File: config.mk
export PLATFORM = sky130hd
export DESIGN_NAME = short_frame_deframer_crc16_flat
export DESIGN_NICKNAME = d
export VERILOG_FILES = /design/src/sv/sfd_pkg.sv /design/src/sv/sfd_in_if.sv /design/src/sv/sfd_out_if.sv /design/src/sv/short_frame_deframer_crc16.sv /design/src/sv/sfd_parser.sv /design/src/sv/sfd_obuf.sv /design/src/flat_wrapper.sv
export SDC_FILE = /design/constraint.sdc
export NUM_CORES = 1
export LEC_CHECK = 0
export ABC_AREA = 0
export BUFFER_PORTS_ARGS = -buffer_cell sky130_fd_sc_hd__buf_2
export CORE_MARGIN = 1.5
export CORE_UTILIZATION = 28
export DETAILED_ROUTE_END_ITERATION = 16
export GPL_TIMING_DRIVEN = 0
export SLEW_MARGIN = 5
export SYNTH_ARGS = -nofsm -noshare
export SYNTH_HDL_FRONTEND = slang
export SYNTH_SLANG_ARGS = --single-unit
File: constraint.sdc
create_clock -name clk -period 6.2 [get_ports clk]
set_input_delay 0 -clock clk [delete_from_list [all_inputs] [get_ports clk]]
set_output_delay 0 -clock clk [all_outputs]
set_load 0.01 [all_outputs]
File: src/sv/sfd_pkg.sv
// Package: shared types, constants and the CRC16 byte update for the short frame deframer.
package sfd_pkg;

	typedef logic [7:0]  byte_t;
	typedef logic [15:0] crc_t;

	// Frame delimiters
	localparam byte_t START_BYTE = 8'h02;
	localparam byte_t END_BYTE   = 8'h03;

	// CRC16-XMODEM: polynomial 0x1021, seed zero, no final xor
	localparam crc_t CRC_POLY = 16'h1021;
	localparam crc_t CRC_TOP  = 16'h8000;
	localparam crc_t CRC_SEED = 16'h0000;

	// Reset value of the payload length limit
	localparam byte_t MAX_PAYLOAD_RESET = 8'd192;

	// Receive phases
	typedef enum logic [2:0] {
		PH_HUNT = 3'd0,
		PH_LEN  = 3'd1,
		PH_DATA = 3'd2,
		PH_CRCH = 3'd3,
		PH_CRCL = 3'd4,
		PH_END  = 3'd5
	} phase_t;

	// One result: a payload byte or the end-of-frame verdict
	typedef struct packed {
		byte_t out_byte;
		byte_t byte_index;
		logic  is_verdict;
		logic  frame_ok;
		byte_t frame_length;
	} result_t;

	// Advance the CRC over one byte, MSB first
	function automatic crc_t crc16_byte(input crc_t crc, input byte_t b);
		crc_t c;
		c = crc ^ {b, 8'h00};
		for (int k = 0; k < 8; k++) begin
			if ((c & CRC_TOP) != 16'h0000) begin
				c = {c[14:0], 1'b0} ^ CRC_POLY;
			end else begin
				c = {c[14:0], 1'b0};
			end
		end
		return c;
	endfunction

endpackage

File: src/sv/sfd_in_if.sv
// Interface: received byte channel with valid/ready handshake.
interface sfd_in_if;
	logic           valid;
	logic           ready;
	sfd_pkg::byte_t in_byte;

	modport source (output valid, output in_byte, input ready);
	modport sink   (input valid, input in_byte, output ready);
endinterface

File: src/sv/sfd_out_if.sv
// Interface: result channel carrying payload bytes and frame verdicts.
interface sfd_out_if;
	logic           valid;
	logic           ready;
	sfd_pkg::byte_t out_byte;
	sfd_pkg::byte_t byte_index;
	logic           is_verdict;
	logic           frame_ok;
	sfd_pkg::byte_t frame_length;

	modport source (output valid, output out_byte, output byte_index, output is_verdict,
		output frame_ok, output frame_length, input ready);
	modport sink   (input valid, input out_byte, input byte_index, input is_verdict,
		input frame_ok, input frame_length, output ready);
endinterface

File: src/sv/short_frame_deframer_crc16.sv
// Top level: short frame deframer with streaming CRC16-XMODEM check.
//
//   port       dir   handshake       payload
//   rx         sink  valid/ready     in_byte
//   res        src   valid/ready     out_byte, byte_index, is_verdict, frame_ok, frame_length
//   cfg_we     in    write strobe    cfg_wdata = max_payload
//
// One byte is accepted every cycle while the skid stage is empty; its phase, length check and 8-bit CRC step
// settle in the same cycle and any result lands in the output register, or in the skid stage while the output is held.
// Throughput is set by the two-entry result buffer: rx.ready drops only while
// the skid stage holds a result, i.e. after res.ready has been low.
// After reset the block hunts for a start byte and max_payload is 192.
module short_frame_deframer_crc16 (
	input  logic           clk,
	input  logic           arst_n,
	sfd_in_if.sink         rx,
	sfd_out_if.source      res,
	input  logic           cfg_we,
	input  sfd_pkg::byte_t cfg_wdata
);

	sfd_pkg::byte_t   max_payload_q;
	logic             acc;
	logic             buf_ready;
	logic             res_valid;
	sfd_pkg::result_t res_data;

	// Length limit register
	always_ff @(posedge clk or negedge arst_n) begin
		if (!arst_n) begin
			max_payload_q <= sfd_pkg::MAX_PAYLOAD_RESET;
		end else if (cfg_we) begin
			max_payload_q <= cfg_wdata;
		end
	end

	assign rx.ready = buf_ready;
	assign acc      = rx.valid && buf_ready;

	sfd_parser u_parser (
		.clk         (clk),
		.arst_n      (arst_n),
		.acc         (acc),
		.rx_byte     (rx.in_byte),
		.max_payload (max_payload_q),
		.res_valid   (res_valid),
		.res         (res_data)
	);

	sfd_obuf u_obuf (
		.clk       (clk),
		.arst_n    (arst_n),
		.push      (res_valid),
		.push_data (res_data),
		.ready     (buf_ready),
		.res       (res)
	);

endmodule

File: src/sv/sfd_parser.sv
// Frame parser: phase machine, length check and running CRC, one byte per request.
module sfd_parser (
	input  logic              clk,
	input  logic              arst_n,
	input  logic              acc,
	input  sfd_pkg::byte_t    rx_byte,
	input  sfd_pkg::byte_t    max_payload,
	output logic              res_valid,
	output sfd_pkg::result_t  res
);

	sfd_pkg::phase_t phase_q, phase_d;
	sfd_pkg::byte_t  len_q, len_d;
	sfd_pkg::byte_t  seen_q, seen_d;
	sfd_pkg::crc_t   crc_q, crc_d;
	sfd_pkg::crc_t   rcrc_q, rcrc_d;
	sfd_pkg::byte_t  seen_inc;

	assign seen_inc = seen_q + 8'd1;

	// Hold phase and frame context
	always_ff @(posedge clk or negedge arst_n) begin
		if (!arst_n) begin
			phase_q <= sfd_pkg::PH_HUNT;
			len_q   <= '0;
			seen_q  <= '0;
			crc_q   <= sfd_pkg::CRC_SEED;
			rcrc_q  <= '0;
		end else begin
			phase_q <= phase_d;
			len_q   <= len_d;
			seen_q  <= seen_d;
			crc_q   <= crc_d;
			rcrc_q  <= rcrc_d;
		end
	end

	// Advance the phase on each accepted byte and form its result
	always_comb begin
		phase_d   = phase_q;
		len_d     = len_q;
		seen_d    = seen_q;
		crc_d     = crc_q;
		rcrc_d    = rcrc_q;
		res_valid = 1'b0;
		res       = '0;
		if (acc) begin
			case (phase_q)
				sfd_pkg::PH_HUNT: begin
					if (rx_byte == sfd_pkg::START_BYTE) begin
						phase_d = sfd_pkg::PH_LEN;
					end
				end
				sfd_pkg::PH_LEN: begin
					// drop a zero or oversized length
					if (rx_byte == 8'd0 || rx_byte > max_payload) begin
						phase_d = sfd_pkg::PH_HUNT;
					end else begin
						len_d   = rx_byte;
						seen_d  = '0;
						crc_d   = sfd_pkg::CRC_SEED;
						phase_d = sfd_pkg::PH_DATA;
					end
				end
				sfd_pkg::PH_DATA: begin
					res_valid        = 1'b1;
					res.out_byte     = rx_byte;
					res.byte_index   = seen_q;
					res.frame_length = len_q;
					crc_d            = sfd_pkg::crc16_byte(crc_q, rx_byte);
					seen_d           = seen_inc;
					if (seen_inc >= len_q) begin
						phase_d = sfd_pkg::PH_CRCH;
					end
				end
				sfd_pkg::PH_CRCH: begin
					rcrc_d  = {rx_byte, 8'h00};
					phase_d = sfd_pkg::PH_CRCL;
				end
				sfd_pkg::PH_CRCL: begin
					rcrc_d  = {rcrc_q[15:8], rx_byte};
					phase_d = sfd_pkg::PH_END;
				end
				sfd_pkg::PH_END: begin
					res_valid        = 1'b1;
					res.is_verdict   = 1'b1;
					res.frame_ok     = (rx_byte == sfd_pkg::END_BYTE) && (rcrc_q == crc_q);
					res.frame_length = len_q;
					phase_d          = sfd_pkg::PH_HUNT;
				end
				default: begin
					phase_d = sfd_pkg::PH_HUNT;
				end
			endcase
		end
	end

`ifndef SYNTHESIS
	// Payload count stays below the announced length while in the payload phase
	assert property (@(posedge clk) disable iff (!arst_n)
		phase_q == sfd_pkg::PH_DATA |-> seen_q < len_q)
		else $error("payload count reached announced length inside payload phase");

	// The announced length is never zero once a frame is open
	assert property (@(posedge clk) disable iff (!arst_n)
		(phase_q == sfd_pkg::PH_DATA || phase_q == sfd_pkg::PH_CRCH ||
		 phase_q == sfd_pkg::PH_CRCL || phase_q == sfd_pkg::PH_END) |-> len_q != 8'd0)
		else $error("open frame with zero length");
`endif

endmodule

File: src/sv/sfd_obuf.sv
// Result buffer: output register plus skid stage between the parser and the consumer.
module sfd_obuf (
	input  logic             clk,
	input  logic             arst_n,
	input  logic             push,
	input  sfd_pkg::result_t push_data,
	output logic             ready,
	sfd_out_if.source        res
);

	logic             out_valid_q;
	logic             skid_valid_q;
	sfd_pkg::result_t out_q;
	sfd_pkg::result_t skid_q;
	logic             pop;

	assign pop   = out_valid_q && res.ready;
	assign ready = !skid_valid_q;

	// Valid flags
	always_ff @(posedge clk or negedge arst_n) begin
		if (!arst_n) begin
			out_valid_q  <= 1'b0;
			skid_valid_q <= 1'b0;
		end else if (skid_valid_q) begin
			if (pop) begin
				skid_valid_q <= 1'b0;
			end
		end else if (push) begin
			if (out_valid_q && !pop) begin
				skid_valid_q <= 1'b1;
			end else begin
				out_valid_q <= 1'b1;
			end
		end else if (pop) begin
			out_valid_q <= 1'b0;
		end
	end

	// Payload: refill the output from the skid stage, else load or park the new result
	always_ff @(posedge clk) begin
		if (skid_valid_q) begin
			if (pop) begin
				out_q <= skid_q;
			end
		end else if (push) begin
			if (out_valid_q && !pop) begin
				skid_q <= push_data;
			end else begin
				out_q <= push_data;
			end
		end
	end

	assign res.valid        = out_valid_q;
	assign res.out_byte     = out_q.out_byte;
	assign res.byte_index   = out_q.byte_index;
	assign res.is_verdict   = out_q.is_verdict;
	assign res.frame_ok     = out_q.frame_ok;
	assign res.frame_length = out_q.frame_length;

`ifndef SYNTHESIS
	// The skid stage only fills behind a full output register
	assert property (@(posedge clk) disable iff (!arst_n)
		skid_valid_q |-> out_valid_q)
		else $error("skid stage holds a result while output is empty");

	// No new result arrives while the skid stage is occupied
	assert property (@(posedge clk) disable iff (!arst_n)
		push |-> !skid_valid_q)
		else $error("result pushed into a full buffer");
`endif

endmodule

File: src/flat_wrapper.sv
// flat-port wrapper written by rule: the top's interface ports become plain ports
module short_frame_deframer_crc16_flat 
  (clk, arst_n, cfg_we, cfg_wdata, rx_valid, rx_in_byte, rx_ready, res_valid, res_out_byte, res_byte_index, res_is_verdict, res_frame_ok, res_frame_length, res_ready);
  sfd_in_if rx_i ();
  sfd_out_if res_i ();
  input  logic clk;
  input  logic arst_n;
  input  logic cfg_we;
  input  sfd_pkg::byte_t cfg_wdata;
  input wire logic [$bits(rx_i.valid)-1:0] rx_valid;
  input wire logic [$bits(rx_i.in_byte)-1:0] rx_in_byte;
  output wire logic [$bits(rx_i.ready)-1:0] rx_ready;
  output wire logic [$bits(res_i.valid)-1:0] res_valid;
  output wire logic [$bits(res_i.out_byte)-1:0] res_out_byte;
  output wire logic [$bits(res_i.byte_index)-1:0] res_byte_index;
  output wire logic [$bits(res_i.is_verdict)-1:0] res_is_verdict;
  output wire logic [$bits(res_i.frame_ok)-1:0] res_frame_ok;
  output wire logic [$bits(res_i.frame_length)-1:0] res_frame_length;
  input wire logic [$bits(res_i.ready)-1:0] res_ready;
  assign rx_i.valid = rx_valid;
  assign rx_i.in_byte = rx_in_byte;
  assign rx_ready = rx_i.ready;
  assign res_valid = res_i.valid;
  assign res_out_byte = res_i.out_byte;
  assign res_byte_index = res_i.byte_index;
  assign res_is_verdict = res_i.is_verdict;
  assign res_frame_ok = res_i.frame_ok;
  assign res_frame_length = res_i.frame_length;
  assign res_i.ready = res_ready;
  short_frame_deframer_crc16 u_core (.clk(clk), .arst_n(arst_n), .rx(rx_i), .res(res_i), .cfg_we(cfg_we), .cfg_wdata(cfg_wdata));
endmodule
Word level (Yosys, flattened, before mapping). Index checks and enable logic that the tools add are counted.

Register bits after elaboration: 113. Logic and storage cells: 118.

Equality and inequality tests: 14. Multiplexer cells: 48. Bitwise logic cells: 12. Add/sub/neg operators: 1. Order comparisons: 2. Reductions and logical operators: 22.

Operator list (number): two-way mux 16 bit (16); two-way mux 26 bit (5); two-way mux 13 bit (8); one-hot mux 16 bit (2 select lines) (2); NOT 3 bit (8); AND reduction 3 bit (7); == test 16 bit (1); == test 8 x 2 -> 1 bit (second input constant) (2); two-way mux 8 bit (2); one-hot mux 8 bit (2 select lines) (1); bitwise XOR 16 bit (1); one-hot mux 3 bit (5 select lines) (1); != test 2 bit (second input constant) (5); two-way mux 1 bit (9); adder 8 x 1 -> 8 bit (second input constant) (1); >= comparator 8 bit (1); > comparator 8 bit (1); zero test 8 bit (1); nonzero test 2 bit (4); == test 3 x 2 -> 1 bit (second input constant) (2); == test 3 bit (second input constant) (2); two-way mux 3 bit (2); logical AND 1 bit (4); two-way mux 2 bit (2); 8 further kinds (11).

Depth between registers and ports, before layout.
Word-level depth: 32. Mapped depth: 9.

By module. A second synthesis with hierarchy kept.

Cell total of the unflattened synthesis: 462. Area, all modules: 5587.9 µm².

By module, submodules not included: sfd_parser (times used 1, cells each 352, seq. area each 1276.2 µm², area each 3250.6 µm²); sfd_obuf (times used 1, cells each 92, seq. area each 1611.5 µm², area each 1996.9 µm²); short_frame_deframer_crc16 (times used 1, cells each 18, seq. area each 202.7 µm², area each 340.3 µm²).

Worst setup path after synthesis. Ideal clock, no wire load.

Path kind: flip-flop to flip-flop. Start point: register u_core.u_parser.phase_q[2]. End point: register u_core.u_obuf.out_q, in the netlist u_core.u_obuf.res.byte_index[0], enable pin. Path buffers: 1. Slack: 3.229 ns. Stages on the path, launching flop included: 7. Arrival: 2.553 ns. Period minus slack after synthesis: 2.971 ns. Path through: dfrtp_1 nor3b_1 nand3b_1 clkbuf_1 nand2_1 a21oi_1 a21oi_1.

Longest elaborated chain between the ends: 6. Elaborated cells on any way between the ends: 7.

Ends and longest elaborated chain: from (decl) (line sfd_parser.sv:12) `sfd_pkg::phase_t phase_q, phase_d;`; from (signal assigned) (line sfd_parser.sv:24) `phase_q <= sfd_pkg::PH_HUNT;`; from (signal assigned) (line sfd_parser.sv:30) `phase_q <= phase_d;`; == test 3 bit or == test 3 x 2 -> 1 bit (tied branches) (line sfd_parser.sv:48) `case (phase_q)`; OR reduction 2 bit (no line) (*); two-way mux 1 bit (*) (line sfd_parser.sv:48); two-way mux 1 bit (*) (line sfd_parser.sv:47) `if (acc) begin`; nonzero test 2 bit (no line) (*); AND reduction 3 bit (no line) (*); to (signal assigned) (line sfd_obuf.sv:44) `out_q <= skid_q;`; to (signal assigned) (line sfd_obuf.sv:50) `out_q <= push_data;`; to (decl) (line sfd_obuf.sv:13) `sfd_pkg::result_t out_q;`.

Every way passes the cells marked *; elsewhere a longest branch is shown, timed or not. A chain may end at the register's enable or synchronous reset.

Worst setup path in the final report.
Start point: register u_core.u_parser.phase_q[2]. End point: register u_core.u_obuf.skid_q[14] in the netlist's numbering, enable pin.

Longest elaborated chain between the ends: 5. Elaborated cells on any way between the ends: 6.

Ends and longest elaborated chain: == test 3 bit or == test 3 x 2 -> 1 bit (tied branches) (line sfd_parser.sv:48); OR reduction 2 bit (no line) (*); two-way mux 1 bit (*) (line sfd_parser.sv:48); two-way mux 1 bit (*) (line sfd_parser.sv:47); AND reduction 3 bit (no line) (*); to (signal assigned) (line sfd_obuf.sv:48) `skid_q <= push_data;`; to (decl) (line sfd_obuf.sv:14) `sfd_pkg::result_t skid_q;`.

Marks and branches as above.

==> results.toml <==
[run_status]
status = "finished with violations"
failed_checks = "design-rule violations"

[worst_setup_path]
crit_required_ns = 6.22
startpoint_type = "register"
cp.arrival_ns = 2.92
worst-setup-path-type = "reg2reg"
cp-end-kind = "register"
crit_fanout = 26

[sta]
min_period_over_period_pct = 46.7
setup_viol = 0
skew_ns = 0.0101
max_freq_ghz = 0.346
layout_setup_ws_ns = 3.31
hold_viol_final = 0
maxSlewHeadroom_pct = 24.1
setup-tns-final_ns = 0
layout_min_cycle_time_ns = 2.89
slew_violations = 0
tightestPinTransition_ns = 1.14
rsz0062_at_grt = "no"

[synth]
synth-main-ff-cell = "dfrtp_1"
synthCells = 442
syn_nets = 480
synth_cell_type_count = 45
syn_area_um2 = 5220
synth_edf_count = 52
synth-seq-area-share_pct = 59.2
yosysWarnings = 0
synth-async-reset-ratio_pct = 54.0
synth_seq_cells = 113
avgSynthCellArea_um2 = 11.8

[worst_hold_path]
hp-class = "in2reg"

[detailed_routing]
drc = 5
dr.pass1.iters = 10
vias = 3677
drt-total-wl_mm = 12.4
ant_nets = 0
viasPerCell = 4.74
wl_per_cell_um = 16.1
initialDrtViolationCount = 273

[floorplan]
io_pins = 49
rows = 49
die_w_um = 140
core-area_um2 = 18100
dieArea_um2 = 19500
die_h_um = 140
start_util_pct = 28.8

[global_route]
grt_max_degree = 62
antenna_found_initial = 0
grt_first_pass_wirelength_mm = 20.3
grt_pass1_vias = 3782
track_usage_pct = 13.6
overflow = 0

[clocking]
cts.clk_slew.worst_paths_ns = 0.05
cts_num_sinks = 113
cts_tree = "built"
clockBufferDepth = 2
clk_latency_ns = 0.42
cts_root_buf = "clkbuf_16"
htree_levels = 4
numCtsBuffers = 17
cts_resized = 0

[pwr]
p_leak_nw = 2.95
p_per_area_nw_per_um2 = 436
peakVddDrop_v = 0.000181

[final_layout]
antennaDiodeCount = 0
fin_nets = 571
nFillCells = 1773
drive_gt1_share_pct = 16.7
syn2layout_area_growth_pct = 25.0

[place]
hpwl_mm = 8.46
gp_congestion = 0.828
port_buffers = 48
place_ws_ns = 3.31

[run]
drv_cap = 0
==> per-layer routing <==
| layer | share of wire, % | up-vias | GRT usage [%] |
|---|---|---|---|
| met5 | 0 | - | 0 |
| met4 | 1.5 | 0 | 4.99 |
| met3 | 6.1 | 18 | 3.65 |
| met2 | 49 | 88 | 22.2 |
| met1 | 43 | 1813 | 17.3 |
| li1 | - | 1758 | - |
==> state kept, by name (all words and copies together) (netlist names), 3 cells and up <==
signal,count
u_core.u_parser.phase_q,3
u_core.u_obuf.res.frame_length,8
u_core.u_obuf.res.out_byte,8
u_core.u_parser.len_q,8
u_core.u_parser.crc_q,16
u_core.max_payload_q,8
u_core.u_parser.rcrc_q,16
u_core.u_obuf.res.byte_index,8
u_core.u_parser.seen_q,8
u_core.u_obuf.skid_q,26
==> area by class of cell <==
cell class	instances	area, µm²	area share [%]
clock buffers	24	462	7.07
flip-flops and latches	113	3090	47.3
plain buffers	20	75.1	1.15
clock inverters	8	65.1	0.997
multi-input cells	287	1980	30.4
inverters	22	82.6	1.26
well taps	229	287	4.39
repair buffers	72	483	7.40
==> cells by family (layout without fill, tap and decap cells) <==
kind of cell    Yosys count  after routing  synth area share (%)
buf+inv                  42            146                  3.02
xor+xnor                 46             46                  7.72
mux                      13             13                  2.78
flops                   113            113                  59.2
fa+ha+maj                17             17                  4.07
simple gates            107            107                  10.3
compound gates          104            104                  12.9
==> where the power goes <==
part,internal (mW),switching [mW],leakage (nW)
clock,0.554,0.321,0.257
combinational,0.368,0.490,1.44
sequential,0.987,0.126,1.26
==> worst max-delay path, cell delays in order, from the launching register on <==
cell	delay [ns]
dfrtp_1	0.43
nor3b_1	0.44
nand3b_1	0.18
clkbuf_1	0.30
nand2_1	0.19
and3_1	0.94
==> repair_timing <==
item                      4_1_cts  5_1_grt
hold endpoints to repair       82        0
buffers inserted                0        0
hold buffers                   24        0
==> cell usage in the layout (no fill, tap or decap), types with 3 or more instances in the layout <==
cell type,netlist,final
dlygate4sd3_1,0,24
a21oi_1,17,16
inv_1,22,22
ha_1,17,17
clkbuf_16,0,17
clkinv_2,0,4
a21o_1,25,25
xnor2_1,28,28
nand3_1,8,8
mux2_2,12,12
dfrtp_1,59,59
xor2_1,18,18
o22ai_1,9,9
o21ai_0,30,30
nor2b_1,5,5
and3_1,6,6
edfxtp_1,52,52
buf_2,0,47
nor4_1,3,3
clkbuf_1,18,24
nand2_1,43,43
and2_1,12,12
a22o_1,8,8
nand4_1,5,5
nor2_1,12,12
nand2b_1,3,3
==> metrics by stage <==
stage               hold slack, ns  utilization (%)  area (µm²)  power [mW]  std cells
floorplan                   -0.296                -        5220        1.71        442
global placement             0.211             31.7        5750        1.94        719
detailed placement           0.147             31.7        5760        1.97        719
CTS                          0.112             36.0        6530        2.87        775
global route                 0.163             36.0        6530        3.02        775
finish                       0.138             36.0        6530        2.85        775
==> Yosys cell counts (5+ instances only) <==
cell type / count / area, µm²
and2_1: 12 / 75.1
xor2_1: 18 / 158
nand2_1: 43 / 161
nor2b_1: 5 / 31.3
a21oi_1: 17 / 85.1
nor2_1: 12 / 45.0
o21ai_0: 30 / 150
a21o_1: 25 / 188
nand4_1: 5 / 31.3
and3_1: 6 / 37.5
a22o_1: 8 / 70.1
nand3_1: 8 / 40.0
dfrtp_1: 59 / 1480
o22ai_1: 9 / 56.3
mux2_2: 12 / 135
inv_1: 22 / 82.6
ha_1: 17 / 213
xnor2_1: 28 / 245
edfxtp_1: 52 / 1560
clkbuf_1: 18 / 67.6
==> worst paths after layout <==
check	cells past startpoint	from	end	slack, ns
max in group asynchronous	2	arst_n	u_core.u_parser.seen_q[2]	5.46
worst max register to register	5	u_core.u_parser.phase_q[2]	u_core.u_obuf.skid_q[14]	3.31
worst min-delay path	4	cfg_we	u_core.max_payload_q[3]	0.14
worst max-delay path	5	u_core.u_parser.phase_q[2]	u_core.u_obuf.skid_q[14]	3.31
worst min register to register	2	u_core.max_payload_q[6]	u_core.max_payload_q[6]	0.51
min in group asynchronous	2	arst_n	u_core.u_parser.rcrc_q[6]	0.22
Power figures use the tool's default switching activity.
